<file path="src/rtl/cdf_pkg.sv">
// shared types, codes and constants of the crater depth field
package cdf_pkg;

    // slot count default
    localparam int SLOTS_DEF = 8;

    // field widths
    localparam int OP_W      = 2;
    localparam int COORD_W   = 16;
    localparam int RAD_W     = 16;
    localparam int DEPTH_W   = 20;
    localparam int TIME_W    = 16;
    localparam int Y_W       = 16;
    localparam int CFG_IDX_W = 2;
    localparam int CFG_DAT_W = 16;

    // arithmetic unit widths
    localparam int DIV_DVD_W = 33;
    localparam int DIV_DVS_W = 16;
    localparam int SQRT_RAD_W = 50;
    localparam int SQRT_ROOT_W = SQRT_RAD_W / 2;

    // operation codes
    localparam logic [OP_W-1:0] OP_IMPACT = 2'd0;
    localparam logic [OP_W-1:0] OP_TICK   = 2'd1;
    localparam logic [OP_W-1:0] OP_QUERY  = 2'd2;

    // register indexes
    localparam logic [CFG_IDX_W-1:0] CFG_PUNCH = 2'd0;
    localparam logic [CFG_IDX_W-1:0] CFG_HEAL  = 2'd1;

    // register reset values
    localparam logic [TIME_W-1:0] PUNCH_RST = 16'd150;
    localparam logic [TIME_W-1:0] HEAL_RST  = 16'd7500;

    // one in q1.16
    localparam logic [16:0] ONE_Q16 = 17'h10000;

    // one crater slot
    typedef struct packed {
        logic               active;
        logic [COORD_W-1:0] x;
        logic [COORD_W-1:0] z;
        logic [RAD_W-1:0]   radius;
        logic [DEPTH_W-1:0] depth;
        logic [TIME_W-1:0]  age;
    } cdf_slot_t;

    // control shared by all cells of the ring
    typedef struct packed {
        logic              shift;
        logic              tick;
        logic [TIME_W-1:0] elapsed;
        logic [TIME_W:0]   life;
    } cdf_cell_ctl_t;

endpackage

</file>
<file path="src/rtl/cdf_cell.sv">
// one crater slot cell of the rotating ring
module cdf_cell (
    input  logic                   clk,
    input  logic                   rst_n,
    input  cdf_pkg::cdf_cell_ctl_t ctl,
    input  logic                   load_en,
    input  cdf_pkg::cdf_slot_t     load_slot,
    input  cdf_pkg::cdf_slot_t     nbr_slot,
    output cdf_pkg::cdf_slot_t     slot
);
    cdf_pkg::cdf_slot_t slot_reg;
    cdf_pkg::cdf_slot_t slot_next;
    logic [cdf_pkg::TIME_W:0]   age_sum;
    logic [cdf_pkg::TIME_W-1:0] age_sat;

    // saturating age update
    assign age_sum = {1'b0, slot_reg.age} + {1'b0, ctl.elapsed};
    assign age_sat = age_sum[cdf_pkg::TIME_W] ? '1 : age_sum[cdf_pkg::TIME_W-1:0];

    // load, rotate or age
    always_comb
    begin
        slot_next = slot_reg;
        if (load_en)
        begin
            slot_next        = load_slot;
            slot_next.active = 1'b1;
            slot_next.age    = '0;
        end
        else if (ctl.shift)
        begin
            slot_next = nbr_slot;
        end
        else if (ctl.tick && slot_reg.active)
        begin
            slot_next.age    = age_sat;
            slot_next.active = ({1'b0, age_sat} <= ctl.life);
        end
    end

    always_ff @(posedge clk or negedge rst_n)
    begin
        if (!rst_n)
        begin
            slot_reg <= '0;
        end
        else
        begin
            slot_reg <= slot_next;
        end
    end

    assign slot = slot_reg;

endmodule

</file>
<file path="config.mk">
export PLATFORM = sky130hd
export DESIGN_NAME = cdf_cell
export DESIGN_NICKNAME = d
export VERILOG_FILES = /design/src/rtl/cdf_pkg.sv /design/src/rtl/cdf_cell.sv
export SDC_FILE = /design/constraint.sdc
export NUM_CORES = 1
export LEC_CHECK = 0
export BUFFER_PORTS_ARGS = -buffer_cell sky130_fd_sc_hd__buf_2
export CORE_AREA = 4 4 109 152
export CTS_CLUSTER_DIAMETER = 150
export CTS_CLUSTER_SIZE = 24
export DETAILED_ROUTE_END_ITERATION = 8
export DIE_AREA = 0 0 113 156
export PLACE_DENSITY = 0.69
export SLEW_MARGIN = 20
export SYNTH_ARGS = -nofsm -noshare
export SYNTH_HDL_FRONTEND = slang
export SYNTH_SLANG_ARGS = --single-unit
export TNS_END_PERCENT = 100
</file>
<file path="constraint.sdc">
create_clock -name clk -period 6 [get_ports clk]
set_clock_uncertainty 0.2 [all_clocks]
set_input_delay 1.8 -clock clk [delete_from_list [all_inputs] [get_ports clk]]
set_output_delay 1.8 -clock clk [all_outputs]
set_load 0.02 [all_outputs]
</file>
==> Word-level counts from Yosys, hierarchy flattened <==
Index checks and enable logic that the tools add are counted.
{ "totals": {"regBits": 85, "inputBits": 208, "out_inout_bits": 85, "elab_cells": 18} }
{ "classes": {"n_addsub": 1, "n_lt_le_gt_ge": 1, "n_mux": 7, "reduce_logical": 3} }
{ "op_table": {"columns": ["operator", "count"], "rows": [
  ["2-to-1 mux 85 bit", 1],
  ["2-to-1 mux 68 bit", 1],
  ["2-to-1 mux 16 bit", 3],
  ["adder 16 x 16 -> 17 bit", 1],
  ["<= comparator 16 x 17 -> 1 bit", 1],
  ["nonzero test 3 bit", 1],
  ["2-to-1 mux 1 bit", 2],
  ["nonzero test 2 bit", 1],
  ["logical AND 1 bit", 1]
]} }

==> Longest topological paths before layout <==
Gate-level depths: netlist of the first run.
{ "logic_depth": {"depth_word": 6, "depth_mapped": 15} }

==> Worst setup path before layout of the first run <==
OpenSTA, ideal clock, no wires.
{ "synth_timing": {"path_type": "input-to-reg", "start": "in ctl[17] (netlist bit)", "end": "reg slot_reg, in the netlist slot[84]", "setup_ns": 0.090, "t_arrival_ns": 4.581, "required_time_ns": 5.710, "slack_ns": 1.130, "path_stages": 14, "n_path_buf": 1, "path_cell_list": "ha_1 > fa_1 > a211oi_1 > o211ai_1 > nand3_2 > o31a_1 > buf_4 > nand3_1 > ha_1 > a21o_1 > a21o_1 > a2111oi_0 > o211ai_1 > o2111ai_1"} }
{ "synth_via": {"elab_chain_cells": 6} }
{ "synth_rtl": {"columns": ["element", "line", "rtl"], "rows": [
  ["start, declared", "cdf_cell.sv:5", "input cdf_pkg::cdf_cell_ctl_t ctl,"],
  ["adder 16 x 16 -> 17 bit", "cdf_cell.sv:17", "assign age_sum = {1'b0, slot_reg.age} + {1'b0, ctl.elapsed};"],
  ["2-to-1 mux 16 bit", "cdf_cell.sv:18", "assign age_sat = age_sum[cdf_pkg::TIME_W] ? '1 : age_sum[cdf_pkg::TIME_W-1:0];"],
  ["<= comparator 16 x 17 -> 1 bit", "cdf_cell.sv:37", "slot_next.active = ({1'b0, age_sat} <= ctl.life);"],
  ["2-to-1 mux 1 bit", "cdf_cell.sv:34", "else if (ctl.tick && slot_reg.active)"],
  ["2-to-1 mux 1 bit", "cdf_cell.sv:30", "else if (ctl.shift)"],
  ["2-to-1 mux 85 bit", "cdf_cell.sv:24", "if (load_en)"],
  ["end signal, assigned", "cdf_cell.sv:49", "slot_reg <= slot_next;"],
  ["end, declared", "cdf_cell.sv:11", "cdf_pkg::cdf_slot_t slot_reg;"]
]} }
No other way between the ends. The select of a mux whose other input is x is not followed.
A chain may end at the register's enable or synchronous reset.

==> Final worst setup path of the first run <==
Ends and elaborated chain as after synthesis.

==> results.yml, run 1 <==
outcome:
  status: "finished, final reports clean"
synth:
  syn_avg_cell_area_um2: 9.35
  syn_area_mm2: 0.00523
  synth-async-reset-ratio_pct: 100
  synth_top_area_share_pct: 40.7
  yosysTopAreaCell: "dfrtp_1"
  synthCells: 559
  synth_edf_count: 0
  synth-seq-area-share_pct: 40.7
  yosys_warnings: 0
  synth_cell_types: 58
  ys_ff_latch: 85
  syn_nets: 800
  synthFlopType: "dfrtp_1"
  ys_top_cells_by_area: "dfrtp_1, mux2i_1, ha_1, o21ai_0, nand2_1"
sta:
  fmax_mhz: 195
  setup_ws_ns: 0.867
  slew_headroom_pct: 32.1
  finalMaxSlewViolations: 0
  hold_violations: 0
  rsz0062_at_grt: "no"
  fin_crit_sh_pct: 85.6
  fin_crit_ns: 5.13
  fin_setup_tns_ns: 0
  finalSetupViolCount: 0
  worst_slew_pin_slew_ns: 1.02
routing:
  drc: 0
  drt_iter0_markers: 299
  avgRoutedWirePerCell_um: 16.4
  drtPass1Iterations: 4
  ant_nets: 0
  wirelength_um: 16700
  avgViaCountPerCell: 4.99
  routed-via-count: 5078
place:
  hpwl_um: 13200
  place_ws_ns: 0.555
  place.gp.congestion: 0.872
  io_buffers: 275
  post_dp_cell_area_mm2: 0.00677
  placed_cells: 1001
layout:
  drive_above_1_share_pct: 37.5
  antenna_cells: 0
  multi_input_area_mm2: 0.00289
  largest_reg_flops: 85
  fill_cells: 1500
  design_area_mm2: 0.00705
  area_delta_synth_final_pct: 34.8
  finalNonFillerCells: 1017
  seqCellArea_mm2: 0.00213
  layout.nets: 1061
global_route:
  antenna_found_initial: 2
  grt.met1_usage_pct: 20.5
  grt_max_degree: 113
  grt_usage_pct: 18.6
  grt_pass1_vias: 5352
  busiest_layer: "met2"
  grt_use_met3_pct: 4.46
  grt_overflow_total: 0
  grt_first_pass_wirelength_um: 26300
  grt_use_met2_pct: 34.4
clock_network:
  clk_latency_ns: 0.33
  cts_made_buffers: 9
  postCtsSetupRepairBufs: 0
  cts_tree: "done"
  hold_buffers: 0
  clock_sinks: 85
  cts-root-buf: "clkbuf_16"
  clk_path_buf_depth: 2
  h-tree-depth: 3
  clkSlewWorstSetupHoldPaths_ns: 0.07
  cts_resized: 0
floorplanning:
  core_area_mm2: 0.0151
  die_h_um: 156
  rows: 53
  initial_core_util_pct: 34.7
  io_pins: 293
  die-area_mm2: 0.0176
  die_w_um: 113
setup_path:
  cp_slowest_cell: "fa_1"
  cp_data_arrival_time_ns: 5.18
  worstPathCellList: "buf_2 > ha_1 > fa_1 > a211oi_1 > o211ai_1 > nand3_2 > o31ai_2 > a21oi_1 > inv_1 > ha_1 > a21o_1 > a21oi_1 > nor2_1 > a2111oi_0 > o211ai_1 > o2111ai_1"
  cp_max_fo: 5
  slowest_delay_ns: 0.44
  cp-end-kind: "register"
  crit_type: "primary input to register"
  crit_required_ns: 6.05
  critPathLaunchType: "primary input"
run:
  drv_cap: 0
hold_path:
  hp-class: "register to register"
pwr:
  peakVddDrop_uv: 116
  p_leak_nw: 3.82
  powerDensity_mw_per_mm2: 275
## critical path, delay by kind of cell
family	cells	cell delay (ns)
AOI/OAI and AO/OA	9	1.97
adders and majority gates	3	0.98
and+or+nand+nor	2	0.25
buffers and inverters	2	0.18
## report_power, final
part	total (W)	internal [W]	switching, W	leakage [nW]
sequential	0.000678	0.000635	0.0000427	1.03
combinational	0.000721	0.000298	0.000423	2.64
clock	0.000540	0.000289	0.000251	0.138
## cell families after synthesis
group	synth area share [%]
AOI/OAI and AO/OA	21.5
and+or+nand+nor	10.7
DFF	40.7
muxes	13.8
buffers and inverters	4.09
adders and majority gates	8.04
xor gates and xnor gates	1.17
## area by class of cell
type | instances | share of cell area [%]
sequential | 85 | 30.2
timing repair buffer | 280 | 20.2
inverter | 23 | 1.23
multi-input combinational | 421 | 41.0
tap | 192 | 3.41
clock inverter | 6 | 0.746
clock buffer | 10 | 3.25
## per-layer routing
layer  share of wire [%]  wire length (µm)  up-vias
li1                    -                 -     2535
met1                  38              6380     2337
met2                  53              8920      173
met3                 6.1              1020       29
met4                 2.2               376        4
met5                0.16                27        -
## Yosys cell counts (3+ instances only)
master    count
a211oi_1      3
a21boi_0      3
a21o_1       13
a21oi_1      29
a221o_1       6
a22oi_1       3
and2_1        3
buf_2         9
clkbuf_1     19
dfrtp_1      85
ha_1         32
inv_1        20
mux2i_1      72
nand2_1      93
nand2b_1      4
nand3_1       6
nor2_1       10
nor3_1        6
o211ai_1      5
o21ai_0      80
o21ai_1       4
o22ai_1       3
xnor2_1       5
## per-stage QoR
step	util, %	hold slack, ns	total power [W]
floorplan	-	0.454	0.00116
global placement	44.9	0.321	0.00140
detailed placement	44.9	0.333	0.00141
CTS	46.8	0.348	0.00196
global route	46.8	0.379	0.00208
finish	46.8	0.352	0.00194
## path summary, 6_finish.rpt
check	cells after the start	end	slack, ns	startpoint
setup reg to reg	15	slot[84]	2.05	slot[0]
hold / removal	1	slot[8]	0.35	slot[8]
min in group asynchronous	1	slot[55]	1.24	rst_n
setup / recovery	16	slot[84]	0.87	ctl[17]
max in group asynchronous	2	slot[56]	3.33	rst_n
hold reg to reg	1	slot[8]	0.35	slot[8]
## cell usage in the layout, fill, tap and decap left out, types with 8 or more instances in the layout
cell	count
a21oi_1	29
clkbuf_16	9
buf_2	272
inv_1	20
a21o_1	13
nand2_1	93
ha_1	32
mux2i_1	72
o21ai_0	80
nor2_1	10
buf_4	8
dfrtp_1	85
Note: power is estimated with default switching activity, not from simulation.
==> inputs of run 2 (changes only) <==
--- a/config.mk
+++ b/config.mk
@@ -6,12 +6,14 @@
 export NUM_CORES = 1
 export LEC_CHECK = 0
 export BUFFER_PORTS_ARGS = -buffer_cell sky130_fd_sc_hd__buf_2
-export CORE_AREA = 4 4 109 152
+export CELL_PAD_IN_SITES_DETAIL_PLACEMENT = 2
+export CELL_PAD_IN_SITES_GLOBAL_PLACEMENT = 2
+export CORE_AREA = 4 4 123 172
 export CTS_CLUSTER_DIAMETER = 150
 export CTS_CLUSTER_SIZE = 24
 export DETAILED_ROUTE_END_ITERATION = 8
-export DIE_AREA = 0 0 113 156
-export PLACE_DENSITY = 0.69
+export DIE_AREA = 0 0 127 176
+export PLACE_DENSITY = 0.9
 export SLEW_MARGIN = 20
 export SYNTH_ARGS = -nofsm -noshare
 export SYNTH_HDL_FRONTEND = slang
==> run 2 against run 1 <==
Net effect:
- non-clock buffer count stayed put
- sequential share of layout area is 0.52 points lower
- first-iteration DRC count is 54% lower
- register-to-register slack worse by 0.03 ns
- via count is 6.5% higher
- critical path depth stayed put
- count of clock-buffer cells in the layout is 1 lower
- largest cell class unchanged
- power is 6.2% higher
- global-route usage is 0.73 points higher
==> results.yml, run 2 (synthesis gave the netlist of run 1 again) <==
outcome:
  status: "finished, final reports clean"
run:
  drv_cap: 0
pwr:
  p_leak_nw: 3.83
  seqPwrFrac_pct: 33.0
  internal-power_w: 0.00127
  switching_share_pct: 38.2
  pwr-share-comb_pct: 37.3
  pwr-share-clk_pct: 29.7
  p_sw_w: 0.000788
  peakVddDrop_uv: 133
  powerDensity_mw_per_mm2: 287
global_route:
  grt_first_pass_wirelength_um: 33900
  grt_overflow_total: 0
  grt_max_degree: 103
  antenna_found_initial: 6
  grt_pass1_vias: 6296
  grt_usage_pct: 19.3
floorplanning:
  core_area_mm2: 0.0197
  die_w_um: 127
  io_pins: 293
  die-area_mm2: 0.0224
  initial_core_util_pct: 26.5
  rows: 61
  die_h_um: 176
clock_network:
  clk_path_buf_depth: 2
  cts-root-buf: "clkbuf_16"
  clk_latency_ns: 0.34
  cts_tree: "done"
  clock_sinks: 85
  clkSlewWorstSetupHoldPaths_ns: 0.08
  h-tree-depth: 3
  hold_buffers: 0
  cts_made_buffers: 9
  cts_resized: 0
  postCtsSetupRepairBufs: 0
setup_path:
  reg2reg_setup_slack_ns: 2.02
  cp_data_arrival_time_ns: 5.19
  slowest_delay_ns: 0.46
  timing.rr.start: "slot[0]"
  timing.rr.end: "slot[84]"
  worstPathCellList: "buf_2 > ha_1 > fa_1 > a211oi_1 > o211ai_1 > nand3_2 > o31ai_2 > a21oi_1 > inv_1 > ha_1 > a21o_1 > a21oi_1 > nor2_1 > a2111oi_0 > o211ai_1 > o2111ai_1"
  crit_type: "primary input to register"
  crit_buf_inv: 2
  critPathLaunchType: "primary input"
  reg2reg_depth: 15
  crit_required_ns: 6.06
  cp-end-kind: "register"
  cp_top_family: "compound AO/OA/AOI/OAI gates"
  cp_max_fo: 5
  cp_slowest_cell: "fa_1"
layout:
  largest_reg_flops: 85
  finalNonFillerCells: 1083
  final_common_cell: "buf_2"
  drive_above_1_share_pct: 37.7
  final_cell_mix: "buf_2, nand2_1, dfrtp_1"
  area_delta_synth_final_pct: 37.2
  layout.nets: 1061
sta:
  rsz0062_at_grt: "no"
  fmax_mhz: 195
  fin_crit_sh_pct: 85.5
  slew_headroom_pct: 40.1
  worst_slew_pin_slew_ns: 0.899
  hold_violations: 0
  hold_ws_ns: 0.363
  fin_setup_tns_ns: 0
  fin_crit_ns: 5.13
  finalMaxSlewViolations: 0
  finalSetupViolCount: 0
routing:
  drc: 0
  wirelength_um: 22000
  drtPass1Iterations: 4
  drt_iter0_markers: 139
  avgViaCountPerCell: 4.99
  routed-via-count: 5406
  ant_nets: 0
  avgRoutedWirePerCell_um: 20.3
hold_path:
  holdPathStages: 1
  hold-path-endpoint: "slot[8]"
  hp-class: "register to register"
  hold_start: "slot[8]"
place:
  place.gp.congestion: 0.846
  hpwl_um: 17400
  io_buffers: 275
  placed_cells: 1061
run 2: power by group through the flow:
stage	Clock, W	Combinational [W]	Sequential (W)
after detailed placement	0	0.000765	0.000690
after global routing	0.000652	0.000845	0.000689
final	0.000611	0.000769	0.000680
after global placement	0	0.000727	0.000686
after CTS	0.000628	0.000774	0.000680
after floorplan	0	0.000405	0.000760
run 2: cell type report:
class                           instances  area (µm²)
Antenna cell                            6        15.0
Clock buffer                            9         225
Clock inverter                          7        86.3
Fill cell                            2314       12500
Inverter                               23        86.3
Multi-Input combinational cell        421        2890
Sequential cell                        85        2130
Tap cell                              252         315
Timing Repair Buffer                  280        1420
run 2: metal layers:
layer  global-route usage, %  routed length, µm  vias to the layer above
li1                        -                  -                     2527
met1                    19.2               7580                     2665
met2                    37.6              12500                      173
met3                    4.69               1190                       39
met4                    8.27                679                        2
met5                       0                 13                        -
run 2: worst max-delay path by stage:
stage,depth (start not counted),endpoint,slack [ns],startpoint
5_1_grt,16,slot[84],0.53,ctl[17]
6_report,16,slot[84],0.87,ctl[17]
3_5_place_dp,16,slot[84],0.49,ctl[17]
4_1_cts,14,slot[84],0.85,ctl[17]
2_1_floorplan,14,slot[84],1.13,ctl[17]
3_3_place_gp,14,slot[84],0.60,ctl[17]
run 2: per-stage QoR:
stage                     utilization [%]  setup WS [ns]  power [W]  cell area (µm²)
final                                36.4          0.869    0.00206             7170
after global routing                 36.4          0.532    0.00219             7170
after CTS                            36.3          0.854    0.00208             7150
after detailed placement             34.7          0.494    0.00145             6840
after global placement               34.7          0.595    0.00141             6840
after floorplan                         -           1.13    0.00116             5230
run 2: worst register-to-register path: stages (launching register included):
cell	delay [ns]
dfrtp_1	0.41
ha_1	0.25
fa_1	0.46
a211oi_1	0.34
o211ai_1	0.17
nand3_2	0.19
o31ai_2	0.15
a21oi_1	0.27
inv_1	0.08
ha_1	0.30
a21o_1	0.16
a21oi_1	0.17
nor2_1	0.07
a2111oi_0	0.40
o211ai_1	0.17
o2111ai_1	0.12
