==> config.mk <==
export PLATFORM = sky130hd
export DESIGN_NAME = cdf_div
export DESIGN_NICKNAME = d
export VERILOG_FILES = /design/src/rtl/cdf_pkg.sv /design/src/rtl/cdf_div.sv
export SDC_FILE = /design/constraint.sdc
export NUM_CORES = 1
export LEC_CHECK = 0
export ABC_AREA = 1
export BUFFER_PORTS_ARGS = -buffer_cell sky130_fd_sc_hd__buf_4
export CAP_MARGIN = 0
export CORE_MARGIN = 8
export CORE_UTILIZATION = 45
export DETAILED_ROUTE_END_ITERATION = 7
export PLACE_DENSITY = 0.71
export SYNTH_ARGS = -nofsm -noshare
export SYNTH_HDL_FRONTEND = slang
export SYNTH_SLANG_ARGS = --single-unit
==> constraint.sdc <==
create_clock -name clk -period 2.2 [get_ports clk]
set_input_delay 0.11 -clock clk [delete_from_list [all_inputs] [get_ports clk]]
set_output_delay 0.11 -clock clk [all_outputs]
set_load 0.02 [all_outputs]
==> src/rtl/cdf_pkg.sv <==
// shared types, codes and constants of the crater depth field
package cdf_pkg;

    // slot count default
    localparam int SLOTS_DEF = 8;

    // field widths
    localparam int OP_W      = 2;
    localparam int COORD_W   = 16;
    localparam int RAD_W     = 16;
    localparam int DEPTH_W   = 20;
    localparam int TIME_W    = 16;
    localparam int Y_W       = 16;
    localparam int CFG_IDX_W = 2;
    localparam int CFG_DAT_W = 16;

    // arithmetic unit widths
    localparam int DIV_DVD_W = 33;
    localparam int DIV_DVS_W = 16;
    localparam int SQRT_RAD_W = 50;
    localparam int SQRT_ROOT_W = SQRT_RAD_W / 2;

    // operation codes
    localparam logic [OP_W-1:0] OP_IMPACT = 2'd0;
    localparam logic [OP_W-1:0] OP_TICK   = 2'd1;
    localparam logic [OP_W-1:0] OP_QUERY  = 2'd2;

    // register indexes
    localparam logic [CFG_IDX_W-1:0] CFG_PUNCH = 2'd0;
    localparam logic [CFG_IDX_W-1:0] CFG_HEAL  = 2'd1;

    // register reset values
    localparam logic [TIME_W-1:0] PUNCH_RST = 16'd150;
    localparam logic [TIME_W-1:0] HEAL_RST  = 16'd7500;

    // one in q1.16
    localparam logic [16:0] ONE_Q16 = 17'h10000;

    // one crater slot
    typedef struct packed {
        logic               active;
        logic [COORD_W-1:0] x;
        logic [COORD_W-1:0] z;
        logic [RAD_W-1:0]   radius;
        logic [DEPTH_W-1:0] depth;
        logic [TIME_W-1:0]  age;
    } cdf_slot_t;

    // control shared by all cells of the ring
    typedef struct packed {
        logic              shift;
        logic              tick;
        logic [TIME_W-1:0] elapsed;
        logic [TIME_W:0]   life;
    } cdf_cell_ctl_t;

endpackage

==> src/rtl/cdf_div.sv <==
// restoring divider, one quotient bit per cycle
module cdf_div #(
    parameter int DVD_W = cdf_pkg::DIV_DVD_W,
    parameter int DVS_W = cdf_pkg::DIV_DVS_W
) (
    input  logic             clk,
    input  logic             rst_n,
    input  logic             start,
    input  logic [DVD_W-1:0] dividend,
    input  logic [DVS_W-1:0] divisor,
    output logic             busy,
    output logic [DVD_W-1:0] quotient
);
    localparam int CNT_W = $clog2(DVD_W + 1);

    logic [DVD_W-1:0] quo_reg;
    logic [DVS_W-1:0] rem_reg;
    logic [DVS_W-1:0] dvs_reg;
    logic [CNT_W-1:0] cnt_reg;
    logic [DVS_W:0]   trial;
    logic             fits;
    logic [DVS_W:0]   rem_new;

    // one trial subtraction
    assign trial   = {rem_reg, quo_reg[DVD_W-1]};
    assign fits    = (trial >= {1'b0, dvs_reg});
    assign rem_new = fits ? (trial - {1'b0, dvs_reg}) : trial;

    always_ff @(posedge clk or negedge rst_n)
    begin
        if (!rst_n)
        begin
            cnt_reg <= '0;
        end
        else if (start)
        begin
            cnt_reg <= CNT_W'(DVD_W);
        end
        else if (cnt_reg != '0)
        begin
            cnt_reg <= cnt_reg - 1'b1;
        end
    end

    // datapath
    always_ff @(posedge clk)
    begin
        if (start)
        begin
            quo_reg <= dividend;
            rem_reg <= '0;
            dvs_reg <= divisor;
        end
        else if (cnt_reg != '0)
        begin
            quo_reg <= {quo_reg[DVD_W-2:0], fits};
            rem_reg <= rem_new[DVS_W-1:0];
        end
    end

    assign busy     = (cnt_reg != '0);
    assign quotient = quo_reg;

endmodule

### Word-level counts from Yosys, hierarchy flattened

Cells that the tools add are included.

| storage, ports and cells | value |
|---|---|
| register bits after elaboration | 71 |
| input bits | 52 |

| cells by class | value |
|---|---|
| add/subtract/negate cells | 2 |
| order comparisons | 1 |
| mux-type cells | 5 |
| reduce and logical (&&, ||, !) cells | 2 |

Operators by type and width:

| cell | count |
|---|---|
| 2-to-1 mux 33 bit | 2 |
| greater-or-equal comparator 17 x 16 -> 1 bit | 1 |
| 2-to-1 mux 16 bit | 1 |
| subtractor 16 bit | 1 |
| 2-to-1 mux 6 bit | 2 |
| nonzero test 6 bit | 1 |
| subtractor 6 x 1 -> 6 bit (second input constant) | 1 |
| nonzero test 2 bit | 1 |

### Logic depth before layout (Yosys ltp)

Gate-level depths: netlist (run 1).

| depth | value |
|---|---|
| word-level depth | 3 |
| gate-level depth with buffers | 15 |

### Worst setup path after synthesis (run 1)

Ideal clock, no wire load.

| timing | value |
|---|---|
| path kind | register -> register |
| start point | register quo_reg[32] (netlist: quotient[32]) |
| end point | register rem_reg[14] |
| stages on the path, launching flop included | 14 |
| required time | 2.088 ns |
| period minus slack after synthesis | 1.955 ns |
| arrival | 1.843 ns |
| setup slack | 0.245 ns |
| buffers on the path | 0 |
| cells stage by stage | edfxtp_1 > inv_1 > ha_1 > fa_1 > inv_1 > nand3_1 > nand3_1 > nand2_1 > nand2_1 > nand2_1 > nand3_1 > nand3_2 > nand2_1 > nand2_1 |

| between the ends | value |
|---|---|
| cells in the longest elaborated chain, start to end | 2 |

RTL lines:

| element | line | text |
|---|---|---|
| start, declared | cdf_div.sv:16 | `logic [DVD_W-1:0] quo_reg;` |
| start signal, assigned | cdf_div.sv:50 | `quo_reg <= dividend;` |
| start signal, assigned | cdf_div.sv:56 | `quo_reg <= {quo_reg[DVD_W-2:0], fits};` |
| subtractor 16 bit / greater-or-equal comparator 17 x 16 -> 1 bit (equally long branches) | cdf_div.sv:27, cdf_div.sv:26 |  |
| 2-to-1 mux 16 bit (*) | cdf_div.sv:27 | `assign rem_new = fits ? (trial - {1'b0, dvs_reg}) : trial;` |
| end signal, assigned | cdf_div.sv:57 | `rem_reg <= rem_new[DVS_W-1:0];` |
| end, declared | cdf_div.sv:17 | `logic [DVS_W-1:0] rem_reg;` |

Mark *: on every way between the ends. The rest lies on a longest branch, timed or not.
A chain may end at the register's enable or synchronous reset.

### Worst setup path after layout (run 1)

| timing | value |
|---|---|
| start point | register dvs_reg[14] |
| end point | register rem_reg[7] |

| between the ends | value |
|---|---|
| cells in the longest elaborated chain, start to end | 2 |

RTL lines:

| element | line | text |
|---|---|---|
| start, declared | cdf_div.sv:18 | `logic [DVS_W-1:0] dvs_reg;` |
| start signal, assigned | cdf_div.sv:52 | `dvs_reg <= divisor;` |
| greater-or-equal comparator 17 x 16 -> 1 bit | cdf_div.sv:26 | `assign fits = (trial >= {1'b0, dvs_reg});` |
| 2-to-1 mux 16 bit | cdf_div.sv:27 |  |

No other way between the ends.

==> impl_metrics.prom, run 1 <==
# TYPE chip_impl_metric gauge
chip_impl_metric{name="period_share",unit="%"} 94.3
chip_impl_metric{name="grt_first_pass_wirelength",unit="mm"} 17.6
chip_impl_metric{name="drt_first_iter_violations",unit=""} 198
chip_impl_metric{name="final-hold-violation-count",unit=""} 0
chip_impl_info{name="worstSetupEndpointType",value="register"} 1
chip_impl_metric{name="worst-slew-pin-transition",unit="ns"} 0.573
chip_impl_metric{name="regToRegSetupSlack",unit="ns"} 0.12
chip_impl_metric{name="synth_cells",unit=""} 514
chip_impl_metric{name="largest_reg_flops",unit=""} 33
chip_impl_metric{name="routed_wl",unit="mm"} 10.5
chip_impl_metric{name="holdPathStages",unit=""} 3
chip_impl_metric{name="fp.dieH",unit="um"} 111
chip_impl_info{name="crit_path_class",value="reg -> reg"} 1
chip_impl_metric{name="cts_sinks",unit=""} 71
chip_impl_metric{name="firstDrtPassIters",unit=""} 4
chip_impl_metric{name="diodes",unit=""} 0
chip_impl_metric{name="clock_latency",unit="ns"} 0.34
chip_impl_metric{name="max_clock_freq",unit="GHz"} 0.482
chip_impl_metric{name="placed_cells_incl_taps",unit=""} 700
chip_impl_metric{name="final_nets",unit=""} 695
chip_impl_info{name="timing.hold.worst_endpoint",value="quotient[10]$_DFFE_PP_"} 1
chip_impl_info{name="path_common_cell",value="sky130_fd_sc_hd__nand3_1"} 1
chip_impl_metric{name="stdcell_count",unit=""} 738
chip_impl_info{name="worst_setup_path_start_kind",value="register"} 1
chip_impl_metric{name="initial_core_util",unit="%"} 46.5
chip_impl_info{name="hold_startpoint",value="dividend[10]"} 1
chip_impl_metric{name="synth-edff-count",unit=""} 49
chip_impl_info{name="tritoncts",value="done"} 1
chip_impl_metric{name="ys_warn_count",unit=""} 0
chip_impl_info{name="crit_slowest_cell",value="sky130_fd_sc_hd__edfxtp_1"} 1
chip_impl_metric{name="synth_top_cell_area_share",unit="%"} 36.1
chip_impl_metric{name="finalSetupViolations",unit=""} 0
chip_impl_metric{name="floorplan.io_pins",unit=""} 86
chip_impl_info{name="regToRegStartpoint",value="dvs_reg[14]$_DFFE_PP_"} 1
chip_impl_metric{name="floorplan.die_area",unit="sq mm"} 0.0124
chip_impl_info{name="cts_root_buf",value="sky130_fd_sc_hd__clkbuf_8"} 1
chip_impl_metric{name="areaGrowthSynthToFinish",unit="%"} 29.0
chip_impl_metric{name="cp_data_arrival_time",unit="ns"} 2.28
chip_impl_metric{name="worst_rel_slew_slack",unit="%"} 61.8
chip_impl_info{name="synthTopCellsByCount",value="sky130_fd_sc_hd__nand2_1, sky130_fd_sc_hd__inv_1, sky130_fd_sc_hd__edfxtp_1"} 1
chip_impl_metric{name="post_synth_num_cell_types",unit=""} 37
chip_impl_metric{name="clkSlewWorstSetupHoldPaths",unit="ns"} 0.08
chip_impl_metric{name="ratio_of_cells_with_drive_above_1_in_the_final_layout",unit="%"} 22.1
chip_impl_metric{name="via_count",unit=""} 3663
chip_impl_metric{name="worst_ir_drop_vdd",unit="mV"} 0.485
chip_impl_info{name="critical_path.top_delay_family",value="simple AND/OR/NAND/NOR gates"} 1
chip_impl_metric{name="viasPerCell",unit=""} 4.96
chip_impl_info{name="ys_dominant_reg_cell",value="sky130_fd_sc_hd__edfxtp_1"} 1
chip_impl_metric{name="power_per_cell_area",unit="mW/mm^2"} 1070
chip_impl_metric{name="r2r_cells",unit=""} 10
chip_impl_metric{name="number_of_global_route_vias_before_repair",unit=""} 3797
chip_impl_metric{name="number_of_buffers_inserted_during_clock_tree_synthesis",unit=""} 9
chip_impl_metric{name="cts.htree.levels",unit=""} 3
chip_impl_metric{name="core",unit="sq mm"} 0.00876
chip_impl_metric{name="synthesis.nets",unit=""} 584
chip_impl_metric{name="synth.cell_area",unit="sq mm"} 0.00408
chip_impl_metric{name="worst_hold_check_slack",unit="ns"} 0.0323
chip_impl_metric{name="tns_setup",unit="ns"} 0
chip_impl_metric{name="post-route-drc-count",unit=""} 0
chip_impl_metric{name="slowest_delay",unit="ns"} 0.39
chip_impl_metric{name="cp_data_required_time",unit="ns"} 2.41
chip_impl_info{name="synth.most_common_cell",value="sky130_fd_sc_hd__nand2_1"} 1
chip_impl_info{name="outcome",value="completed"} 1
chip_impl_info{name="rsz0062_at_grt",value="yes"} 1
chip_impl_metric{name="gr_ovfl_total",unit=""} 0
chip_impl_metric{name="critical_path_buf_inv_count",unit=""} 2
chip_impl_info{name="r2r_end",value="rem_reg[7]$_SDFFE_PP0P_"} 1
chip_impl_metric{name="synth_seq_area_share",unit="%"} 47.6
chip_impl_metric{name="fp.dieW",unit="um"} 111
chip_impl_metric{name="cp_max_fo",unit=""} 15
chip_impl_metric{name="yosys_register_bits",unit=""} 71
chip_impl_metric{name="timing.final.max_slew_violations",unit=""} 0
chip_impl_metric{name="power.static_leakage",unit="nW"} 2.72
chip_impl_info{name="cells_taking_the_most_area_after_synthesis",value="sky130_fd_sc_hd__edfxtp_1, sky130_fd_sc_hd__nand2_1, sky130_fd_sc_hd__dfxtp_1"} 1
chip_impl_metric{name="synth_async_sr_flop_share",unit="%"} 8.45
chip_impl_info{name="worstPathCellList",value="inv_1, ha_1, a21oi_2, o21a_1, nand2_1, nor2_4, buf_4, nand3_1, nand3_1, o21ai_1"} 1
chip_impl_metric{name="place.port_buffers",unit=""} 85
chip_impl_info{name="hold_path_class",value="in -> reg"} 1
chip_impl_metric{name="fin_worst_skew",unit="ns"} 0.00961
chip_impl_metric{name="place.gp.congestion",unit=""} 0.977
chip_impl_metric{name="max_cap_violations",unit=""} 0
chip_impl_metric{name="fillers",unit=""} 774
chip_impl_metric{name="grt_start_max_net_pins",unit=""} 52
chip_impl_metric{name="grtUsageTotal",unit="%"} 17.0
chip_impl_metric{name="hpwl",unit="mm"} 7.52
chip_impl_metric{name="fin_crit",unit="ns"} 2.08
chip_impl_metric{name="syn-mean-instance-area",unit="sq um"} 7.94
chip_impl_info{name="synth_top_cell_by_area",value="sky130_fd_sc_hd__edfxtp_1"} 1
chip_impl_metric{name="rows",unit=""} 34
chip_impl_metric{name="routedWlPerCell",unit="um"} 14.2
chip_impl_metric{name="bufs_on_longest_clock_path",unit=""} 2
chip_impl_metric{name="ant_nets",unit=""} 0
chip_impl_metric{name="antenna_violations_before_repair",unit=""} 0
logic make-up after synthesis:
group                    Yosys count  share of synthesized area, %
adder cells (fa/ha/maj)           18                          5.71
buffers and inverters             89                          9.08
XOR/XNOR                          10                          2.15
AND/OR/NAND/NOR                  302                          32.1
flip-flops                        71                          47.6
AO/OA/AOI/OAI                     24                          3.41
worst register-to-register path, stage by stage, from the launching register on:
cell and delay (ns):
sky130_fd_sc_hd__edfxtp_1 0.39, sky130_fd_sc_hd__inv_1 0.08, sky130_fd_sc_hd__ha_1 0.30, sky130_fd_sc_hd__a21oi_2 0.19
sky130_fd_sc_hd__o21a_1 0.14, sky130_fd_sc_hd__nand2_1 0.09, sky130_fd_sc_hd__nor2_4 0.35, sky130_fd_sc_hd__buf_4 0.20
sky130_fd_sc_hd__nand3_1 0.06, sky130_fd_sc_hd__nand3_1 0.09, sky130_fd_sc_hd__o21ai_1 0.07
routing by layer:
layer  vias to the layer above  global-route usage [%]  routed length (um)
li1                       1846                       -                   -
met1                      1680                    20.4                4580
met2                       119                    27.5                4880
met3                        18                    5.95                 822
met4                         0                    6.13                 193
met5                         -                       0                   0
layout by cell type (no fill, tap or decap), drive strengths merged, types with 3 or more instances in the layout:
| cell type | Yosys | layout |
|---|---|---|
| a21oi | 12 | 12 |
| buf | 8 | 95 |
| clkbuf | 5 | 12 |
| clkinv | 1 | 3 |
| dfrtp | 6 | 6 |
| dfxtp | 16 | 16 |
| dlygate4sd3 | 0 | 17 |
| edfxtp | 49 | 49 |
| ha | 17 | 17 |
| inv | 75 | 75 |
| nand2 | 222 | 223 |
| nand3 | 42 | 42 |
| nand3b | 6 | 6 |
| nand4 | 4 | 4 |
| nor2 | 21 | 21 |
| nor3 | 7 | 7 |
| o21ai | 8 | 8 |
| xnor2 | 5 | 5 |
| xor2 | 5 | 5 |
power by group:
part	switching (W)	total, W	internal [W]
Sequential	0.000177	0.00190	0.00172
Combinational	0.00165	0.00271	0.00105
Clock	0.000489	0.00101	0.000520
how the worst max path moves through the flow:
| stage | startpoint | to | slack [ns] | depth (start not counted) |
|---|---|---|---|---|
| 2_1_floorplan | quotient[32]$_DFFE_PP_ | rem_reg[14]$_SDFFE_PP0P_ | 0.24 | 13 |
| 3_5_place_dp | cnt_reg[0]$_DFFE_PN0P_ | quotient[10]$_DFFE_PP_ | 0.10 | 9 |
| 3_3_place_gp | quotient[32]$_DFFE_PP_ | rem_reg[14]$_SDFFE_PP0P_ | 0.14 | 13 |
| 6_report | dvs_reg[14]$_DFFE_PP_ | rem_reg[7]$_SDFFE_PP0P_ | 0.12 | 10 |
| 5_1_grt | dvs_reg[14]$_DFFE_PP_ | rem_reg[7]$_SDFFE_PP0P_ | 0.004 | 10 |
| 4_1_cts | cnt_reg[0]$_DFFE_PN0P_ | quotient[5]$_DFFE_PP_ | 0.08 | 9 |
metrics by stage:
stage	cell area [sq um]	power [W]	setup WS, ns	util (%)
detailed placement	4810	0.00449	0.105	54.9
floorplan	4080	0.00386	0.245	-
CTS	5160	0.00555	0.0839	58.9
finish	5260	0.00561	0.125	60.1
global placement	4810	0.00445	0.136	54.9
global route	5260	0.00608	0.00428	60.1
what timing repair did:
item	in CTS	in global routing
setup endpoints to repair	0	50
hold buffers	17	0
buffers inserted	0	4
gates resized for setup	0	7
hold endpoints to repair	22	0
layout make-up:
| cell class | count | area, sq um | area share [%] |
|---|---|---|---|
| Tap cell | 108 | 135 | 2.57 |
| Multi-Input combinational cell | 355 | 1820 | 34.6 |
| Timing Repair Buffer | 112 | 896 | 17.0 |
| Clock buffer | 12 | 135 | 2.57 |
| Inverter | 76 | 288 | 5.47 |
| Clock inverter | 4 | 46.3 | 0.880 |
| Sequential cell | 71 | 1940 | 36.9 |
(Power assumes the default switching activity.)
==> inputs of run 2 (changes only) <==
--- a/config.mk
+++ b/config.mk
@@ -8,7 +8,7 @@
 export ABC_AREA = 1
 export BUFFER_PORTS_ARGS = -buffer_cell sky130_fd_sc_hd__buf_4
 export CAP_MARGIN = 0
-export CORE_MARGIN = 8
+export CORE_MARGIN = 1.5
 export CORE_UTILIZATION = 45
 export DETAILED_ROUTE_END_ITERATION = 7
 export PLACE_DENSITY = 0.71
==> run 2 against run 1 <==
Effect of this change: sequential power about the same; via count down 0.16%; hold slack improved by 0.00094 ns; final cell count down 0.41%; die area decreased by 22%; critical endpoint is now rem_reg[14]$_SDFFE_PP0P_; highest routed layer unchanged.
==> impl_metrics.prom, run 2 (synthesis results as in run 1) <==
# TYPE chip_impl_metric gauge
chip_impl_metric{name="clock_latency",unit="ns"} 0.34
chip_impl_metric{name="stdcell_count",unit=""} 735
chip_impl_metric{name="drt-met1-wl",unit="mm"} 4.42
chip_impl_metric{name="number_of_global_route_vias_before_repair",unit=""} 3527
chip_impl_metric{name="post-route-drc-count",unit=""} 0
chip_impl_metric{name="power_per_cell_area",unit="mW/mm^2"} 1100
chip_impl_metric{name="grt_first_pass_wirelength",unit="mm"} 16.2
chip_impl_metric{name="cp_data_required_time",unit="ns"} 2.44
chip_impl_metric{name="placed_cell_area",unit="sq mm"} 0.00481
chip_impl_metric{name="pwr-share-seq",unit="%"} 32.6
chip_impl_metric{name="floorplan.die_area",unit="sq mm"} 0.00964
chip_impl_info{name="outcome",value="completed"} 1
chip_impl_metric{name="met3WireLength",unit="um"} 622
chip_impl_metric{name="worst_ir_drop_vdd",unit="mV"} 0.542
chip_impl_metric{name="rows",unit=""} 34
chip_impl_metric{name="cts_sinks",unit=""} 71
chip_impl_metric{name="gr_ovfl_total",unit=""} 0
chip_impl_metric{name="final_nets",unit=""} 692
chip_impl_metric{name="grt_start_max_net_pins",unit=""} 42
chip_impl_metric{name="largest_reg_flops",unit=""} 33
chip_impl_metric{name="met2WireLength",unit="mm"} 4.44
chip_impl_metric{name="clkSlewWorstSetupHoldPaths",unit="ns"} 0.08
chip_impl_metric{name="post-route-cell-area",unit="sq mm"} 0.00525
chip_impl_metric{name="final-hold-violation-count",unit=""} 0
chip_impl_metric{name="grtUsageTotal",unit="%"} 21.0
chip_impl_info{name="hold_path_class",value="in -> reg"} 1
chip_impl_metric{name="ratio_of_cells_with_drive_above_1_in_the_final_layout",unit="%"} 22.0
chip_impl_metric{name="max_clock_freq",unit="GHz"} 0.484
chip_impl_metric{name="areaGrowthSynthToFinish",unit="%"} 28.7
chip_impl_metric{name="share_comb_of_total_power",unit="%"} 47.5
chip_impl_metric{name="ant_nets",unit=""} 0
chip_impl_info{name="tritoncts",value="done"} 1
chip_impl_metric{name="floorplan.io_pins",unit=""} 86
chip_impl_metric{name="cell_internal_pwr",unit="W"} 0.00347
chip_impl_info{name="mostFrequentLayoutCells",value="sky130_fd_sc_hd__nand2_1, sky130_fd_sc_hd__buf_4, sky130_fd_sc_hd__inv_1, sky130_fd_sc_hd__edfxtp_1, sky130_fd_sc_hd__nand3_1"} 1
chip_impl_metric{name="viasPerCell",unit=""} 4.98
chip_impl_metric{name="fillers",unit=""} 744
chip_impl_metric{name="fin_worst_skew",unit="ns"} 0.00942
chip_impl_metric{name="drt_first_iter_violations",unit=""} 182
chip_impl_metric{name="p_clk_share",unit="%"} 20.0
chip_impl_metric{name="number_of_buffers_inserted_during_clock_tree_synthesis",unit=""} 9
chip_impl_metric{name="initial_core_util",unit="%"} 46.5
chip_impl_info{name="rsz0062_at_grt",value="no"} 1
chip_impl_metric{name="bufs_on_longest_clock_path",unit=""} 2
chip_impl_metric{name="firstDrtPassIters",unit=""} 5
chip_impl_metric{name="timing.final.max_slew_violations",unit=""} 0
chip_impl_info{name="cts_root_buf",value="sky130_fd_sc_hd__clkbuf_8"} 1
chip_impl_metric{name="cp_data_arrival_time",unit="ns"} 2.31
chip_impl_metric{name="place.port_buffers",unit=""} 85
chip_impl_metric{name="fin_crit",unit="ns"} 2.07
chip_impl_info{name="worst_setup_path_start_kind",value="register"} 1
chip_impl_metric{name="max_cap_violations",unit=""} 0
chip_impl_metric{name="routed_wl",unit="mm"} 9.76
chip_impl_info{name="worstSetupEndpointType",value="register"} 1
chip_impl_metric{name="placed_cells_incl_taps",unit=""} 700
chip_impl_info{name="crit_path_class",value="reg -> reg"} 1
chip_impl_metric{name="worst_rel_slew_slack",unit="%"} 65.0
chip_impl_metric{name="fp.dieH",unit="um"} 98.2
chip_impl_metric{name="worst-slew-pin-transition",unit="ns"} 0.525
chip_impl_info{name="highest_metal_layer_with_signal_wires",value="met4"} 1
chip_impl_metric{name="via_count",unit=""} 3657
chip_impl_metric{name="tns_setup",unit="ns"} 0
chip_impl_metric{name="routedWlPerCell",unit="um"} 13.3
chip_impl_metric{name="switching_share",unit="%"} 40.2
chip_impl_metric{name="place.gp.congestion",unit=""} 1.01
chip_impl_metric{name="diodes",unit=""} 0
chip_impl_metric{name="cts.htree.levels",unit=""} 3
chip_impl_metric{name="period_share",unit="%"} 93.9
chip_impl_metric{name="core",unit="sq mm"} 0.00876
chip_impl_metric{name="hpwl",unit="mm"} 7.09
chip_impl_metric{name="fp.dieW",unit="um"} 98.2
chip_impl_info{name="mostFrequentLayoutCell",value="sky130_fd_sc_hd__nand2_1"} 1
chip_impl_metric{name="switching_power",unit="W"} 0.00233
chip_impl_metric{name="finalSetupViolations",unit=""} 0
chip_impl_metric{name="antenna_violations_before_repair",unit=""} 0
chip_impl_metric{name="power.static_leakage",unit="nW"} 2.73
chip_impl_metric{name="cp_max_fo",unit=""} 4
## run 2: power groups by stage
stage,clock network [W],logic [W],registers (W)
floorplan,0,0.00188,0.00197
global placement,0,0.00252,0.00190
detailed placement,0,0.00256,0.00190
CTS,0.00118,0.00260,0.00188
global route,0.00123,0.00309,0.00192
finish,0.00116,0.00275,0.00189
## run 2: path summary, 6_finish.rpt
kind	startpoint	to	slack (ns)	depth (start not counted)
setup / recovery	quotient[32]$_DFFE_PP_	rem_reg[14]$_SDFFE_PP0P_	0.13	13
hold / removal	dividend[25]	quotient[25]$_DFFE_PP_	0.03	3
setup reg to reg	quotient[32]$_DFFE_PP_	rem_reg[14]$_SDFFE_PP0P_	0.13	13
hold reg to reg	rem_reg[8]$_SDFFE_PP0P_	rem_reg[8]$_SDFFE_PP0P_	0.48	2
max in group asynchronous	rst_n	cnt_reg[3]$_DFFE_PN0P_	1.97	2
min in group asynchronous	rst_n	cnt_reg[1]$_DFFE_PN0P_	0.11	2
## run 2: area by class of cell
class / count / area [sq um] / area share [%]
sequential: 71 / 1940 / 37.0
multi-input combinational: 354 / 1780 / 33.9
timing repair buffer: 110 / 881 / 16.8
inverter: 76 / 288 / 5.48
tap: 108 / 135 / 2.58
clock buffer: 10 / 128 / 2.43
clock inverter: 6 / 93.8 / 1.79
## run 2: what timing repair did
item / in CTS / in global routing
resized for setup: 0 / 4
setup buffers: 0 / 2
setup endpoints to repair: 0 / 45
hold endpoints to repair: 22 / 0
hold buffers: 17 / 0
## run 2: critical path: stages (launching register included)
cell                       delay [ns]
sky130_fd_sc_hd__edfxtp_1        0.36
sky130_fd_sc_hd__inv_1           0.07
sky130_fd_sc_hd__ha_1            0.23
sky130_fd_sc_hd__fa_1            0.41
sky130_fd_sc_hd__inv_1           0.12
sky130_fd_sc_hd__nand3_1         0.09
sky130_fd_sc_hd__nand3_2         0.12
sky130_fd_sc_hd__nand2_1         0.07
sky130_fd_sc_hd__nand2_1         0.10
sky130_fd_sc_hd__nand2_1         0.09
sky130_fd_sc_hd__nand3_1         0.11
sky130_fd_sc_hd__nand3_2         0.08
sky130_fd_sc_hd__nand2_1         0.07
sky130_fd_sc_hd__nand2_1         0.04
## run 2: stage by stage
stage                     utilization (%)  worst slack, ns  power (W)  hold slack, ns
final                                59.9            0.134    0.00580          0.0333
after CTS                            59.4           0.0760    0.00566          0.0151
after global placement               54.9            0.149    0.00442         -0.0776
after floorplan                         -            0.245    0.00386          -0.186
after detailed placement             54.9           0.0981    0.00447         -0.0756
after global routing                 59.9           0.0175    0.00623          0.0315
## run 2: layer usage
layer  vias to the layer above  global-route usage, %
met4                         0                   9.43
met5                         -                      0
li1                       1839                      -
met3                        18                   4.94
met1                      1678                   27.2
met2                       122                   33.4
==> inputs of run 3 (changes only) <==
--- a/config.mk
+++ b/config.mk
@@ -9,9 +9,9 @@
 export BUFFER_PORTS_ARGS = -buffer_cell sky130_fd_sc_hd__buf_4
 export CAP_MARGIN = 0
 export CORE_MARGIN = 1.5
-export CORE_UTILIZATION = 45
+export CORE_UTILIZATION = 50
 export DETAILED_ROUTE_END_ITERATION = 7
-export PLACE_DENSITY = 0.71
+export PLACE_DENSITY = 0.77
 export SYNTH_ARGS = -nofsm -noshare
 export SYNTH_HDL_FRONTEND = slang
 export SYNTH_SLANG_ARGS = --single-unit
==> run 3 against run 2 <==
Effect of this change: via count fell by 1.3%; first-iteration DRC count down 5.5%; hold slack worse by 0.0026 ns; sequential share of layout area is 0.42 points higher; routed wire length decreased by 1.4%; clock-buffer cell count stayed put; non-clock buffer count shrank 3; maximum frequency increased by 1.6%; die area is 9.7% lower; critical path depth is the same; sequential power barely moved; combinational power down 4%; critical path type unchanged; largest power group unchanged.
==> impl_metrics.prom, run 3 (synthesis results as in run 1) <==
# TYPE chip_impl_metric gauge
chip_impl_metric{name="firstDrtPassIters",unit=""} 5
chip_impl_metric{name="cts.htree.levels",unit=""} 3
chip_impl_metric{name="clkSlewWorstSetupHoldPaths",unit="ns"} 0.08
chip_impl_metric{name="drt-met1-wl",unit="mm"} 4.21
chip_impl_metric{name="layout_setup_ws",unit="ns"} 0.166
chip_impl_metric{name="regToRegSetupSlack",unit="ns"} 0.17
chip_impl_metric{name="fp.dieW",unit="um"} 93.3
chip_impl_metric{name="sequential_cell_area",unit="sq mm"} 0.00194
chip_impl_metric{name="clock_latency",unit="ns"} 0.34
chip_impl_metric{name="worst_rel_slew_slack",unit="%"} 65.6
chip_impl_metric{name="finalSetupViolations",unit=""} 0
chip_impl_metric{name="cp_data_arrival_time",unit="ns"} 2.27
chip_impl_info{name="cts_root_buf",value="sky130_fd_sc_hd__clkbuf_8"} 1
chip_impl_metric{name="max_clock_freq",unit="GHz"} 0.492
chip_impl_info{name="rsz0062_at_grt",value="no"} 1
chip_impl_metric{name="switching_power",unit="W"} 0.00227
chip_impl_metric{name="rows",unit=""} 32
chip_impl_metric{name="grt_first_pass_wirelength",unit="mm"} 16.5
chip_impl_info{name="mostFrequentLayoutCell",value="sky130_fd_sc_hd__nand2_1"} 1
chip_impl_info{name="worst_setup_path_start_kind",value="register"} 1
chip_impl_metric{name="bufs_on_longest_clock_path",unit=""} 2
chip_impl_metric{name="ant_nets",unit=""} 0
chip_impl_metric{name="antenna_violations_before_repair",unit=""} 0
chip_impl_metric{name="hpwl",unit="mm"} 7.18
chip_impl_info{name="mostFrequentLayoutCells",value="sky130_fd_sc_hd__nand2_1, sky130_fd_sc_hd__buf_4, sky130_fd_sc_hd__inv_1, sky130_fd_sc_hd__edfxtp_1, sky130_fd_sc_hd__nand3_1"} 1
chip_impl_metric{name="initial_core_util",unit="%"} 52.2
chip_impl_metric{name="number_of_global_route_vias_before_repair",unit=""} 3669
chip_impl_metric{name="finalPower",unit="W"} 0.00565
chip_impl_metric{name="met2WireLength",unit="mm"} 4.60
chip_impl_metric{name="cp_data_required_time",unit="ns"} 2.44
chip_impl_metric{name="ratio_of_cells_with_drive_above_1_in_the_final_layout",unit="%"} 21.5
chip_impl_metric{name="grt_start_max_net_pins",unit=""} 42
chip_impl_info{name="highest_metal_layer_with_signal_wires",value="met4"} 1
chip_impl_info{name="worstPathCellList",value="inv_1, ha_1, fa_2, inv_1, nand3_1, nand3_2, nand2_1, nand2_1, nand2_1, nand3_1, nand3_2, nand2_1, nand2_1"} 1
chip_impl_info{name="path_common_cell",value="sky130_fd_sc_hd__nand2_1"} 1
chip_impl_metric{name="share_comb_of_total_power",unit="%"} 46.5
chip_impl_metric{name="largest_reg_flops",unit=""} 33
chip_impl_metric{name="floorplan.io_pins",unit=""} 86
chip_impl_metric{name="core",unit="sq mm"} 0.00781
chip_impl_metric{name="worst-slew-pin-transition",unit="ns"} 0.516
chip_impl_metric{name="fp.dieH",unit="um"} 93.3
chip_impl_info{name="worstSetupEndpointType",value="register"} 1
chip_impl_metric{name="diodes",unit=""} 0
chip_impl_metric{name="pwr-share-seq",unit="%"} 33.5
chip_impl_metric{name="timing.final.max_slew_violations",unit=""} 0
chip_impl_info{name="regToRegStartpoint",value="quotient[32]$_DFFE_PP_"} 1
chip_impl_metric{name="fin_worst_skew",unit="ns"} 0.00810
chip_impl_metric{name="routed_wl",unit="mm"} 9.62
chip_impl_metric{name="cts_sinks",unit=""} 71
chip_impl_metric{name="layout.core_utilization",unit="%"} 66.5
chip_impl_metric{name="fillers",unit=""} 679
chip_impl_metric{name="number_of_buffers_inserted_during_clock_tree_synthesis",unit=""} 9
chip_impl_metric{name="grtUsageTotal",unit="%"} 24.2
chip_impl_info{name="tritoncts",value="done"} 1
chip_impl_metric{name="floorplan.die_area",unit="sq mm"} 0.00871
chip_impl_metric{name="post-route-drc-count",unit=""} 0
chip_impl_metric{name="cell_internal_pwr",unit="W"} 0.00337
chip_impl_metric{name="fin_crit",unit="ns"} 2.03
chip_impl_metric{name="cts.repair_timing.setup_buffer_count",unit=""} 0
chip_impl_metric{name="gr_ovfl_total",unit=""} 0
chip_impl_info{name="critical_path.top_delay_family",value="simple AND/OR/NAND/NOR gates"} 1
chip_impl_metric{name="switching_share",unit="%"} 40.2
chip_impl_metric{name="power_per_cell_area",unit="mW/mm^2"} 1090
chip_impl_metric{name="place.gp.congestion",unit=""} 0.895
chip_impl_info{name="critical_path.startpoint",value="quotient[32]$_DFFE_PP_"} 1
chip_impl_metric{name="cp_max_fo",unit=""} 4
chip_impl_metric{name="final_nets",unit=""} 689
chip_impl_info{name="hold_path_class",value="in -> reg"} 1
chip_impl_metric{name="place.port_buffers",unit=""} 85
chip_impl_info{name="r2r_end",value="rem_reg[14]$_SDFFE_PP0P_"} 1
chip_impl_metric{name="critical_path_buf_inv_count",unit=""} 2
chip_impl_metric{name="met3WireLength",unit="um"} 721
chip_impl_info{name="crit_slowest_cell",value="sky130_fd_sc_hd__fa_2"} 1
chip_impl_metric{name="power.static_leakage",unit="nW"} 2.70
chip_impl_metric{name="viasPerCell",unit=""} 4.97
chip_impl_metric{name="areaGrowthSynthToFinish",unit="%"} 27.2
chip_impl_metric{name="p_clk_share",unit="%"} 20.0
chip_impl_metric{name="timing.critical_path.depth",unit=""} 13
chip_impl_metric{name="multiInputGateArea",unit="sq mm"} 0.00177
chip_impl_metric{name="via_count",unit=""} 3611
chip_impl_metric{name="final-hold-violation-count",unit=""} 0
chip_impl_info{name="crit_path_class",value="reg -> reg"} 1
chip_impl_metric{name="tns_setup",unit="ns"} 0
chip_impl_metric{name="r2r_cells",unit=""} 13
chip_impl_info{name="outcome",value="completed"} 1
chip_impl_metric{name="pre_cts_ws",unit="ns"} 0.0894
chip_impl_metric{name="drt_first_iter_violations",unit=""} 172
chip_impl_metric{name="routedWlPerCell",unit="um"} 13.2
chip_impl_info{name="worstSetupEndpoint",value="rem_reg[14]$_SDFFE_PP0P_"} 1
chip_impl_metric{name="worst_ir_drop_vdd",unit="mV"} 0.493
chip_impl_metric{name="period_share",unit="%"} 92.5
chip_impl_metric{name="slowest_delay",unit="ns"} 0.37
chip_impl_metric{name="max_cap_violations",unit=""} 0
## run 3: area by class of cell
cell class / count / share of cell area, %
clock buffer: 10 / 2.46
clock inverter: 6 / 1.62
inverter: 76 / 5.55
multi-input combinational: 354 / 34.2
sequential: 71 / 37.4
tap: 102 / 2.46
timing repair buffer: 107 / 16.3
## run 3: layer usage
metal	track usage (%)	up-vias
met5	0	-
met4	8.33	0
met3	6.18	9
met2	40.5	109
met1	30.2	1663
li1	-	1830
## run 3: worst register-to-register path, stage by stage (launching register included)
cell and delay (ns):
sky130_fd_sc_hd__edfxtp_1 0.35, sky130_fd_sc_hd__inv_1 0.06, sky130_fd_sc_hd__ha_1 0.23, sky130_fd_sc_hd__fa_2 0.37, sky130_fd_sc_hd__inv_1 0.11, sky130_fd_sc_hd__nand3_1 0.09, sky130_fd_sc_hd__nand3_2 0.13, sky130_fd_sc_hd__nand2_1 0.07
sky130_fd_sc_hd__nand2_1 0.11, sky130_fd_sc_hd__nand2_1 0.11, sky130_fd_sc_hd__nand3_1 0.11, sky130_fd_sc_hd__nand3_2 0.07, sky130_fd_sc_hd__nand2_1 0.08, sky130_fd_sc_hd__nand2_1 0.05
## run 3: what timing repair did
item,4_1_cts,5_1_grt
hold buffers,17,0
endpoints found under the setup margin,0,42
resized for setup,0,4
hold endpoints to repair,22,0
## run 3: worst min path at each step
stage | startpoint | end | slack, ns | depth (start not counted)
2_1_floorplan | rst_n | cnt_reg[0]$_DFFE_PN0P_ | -0.19 | 0
3_3_place_gp | rst_n | cnt_reg[5]$_DFFE_PN0P_ | -0.08 | 1
3_5_place_dp | rst_n | cnt_reg[5]$_DFFE_PN0P_ | -0.08 | 1
4_1_cts | dividend[23] | quotient[23]$_DFFE_PP_ | 0.02 | 3
5_1_grt | dividend[7] | quotient[7]$_DFFE_PP_ | 0.03 | 3
6_report | dividend[23] | quotient[23]$_DFFE_PP_ | 0.03 | 3
## run 3: power groups by stage
stage / combinational [W] / clock, W / sequential (W)
floorplan: 0.00188 / 0 / 0.00197
global placement: 0.00253 / 0 / 0.00190
detailed placement: 0.00258 / 0 / 0.00191
CTS: 0.00261 / 0.00114 / 0.00189
global route: 0.00298 / 0.00120 / 0.00193
finish: 0.00263 / 0.00113 / 0.00189
## run 3: per-stage QoR
stage          instance area, sq um  cells  hold slack, ns
4_1_cts                        5180    726          0.0211
5_1_grt                        5190    726          0.0340
3_3_place_gp                   4800    693         -0.0800
2_1_floorplan                  4080    514          -0.186
6_report                       5190    726          0.0307
3_5_place_dp                   4800    693         -0.0783
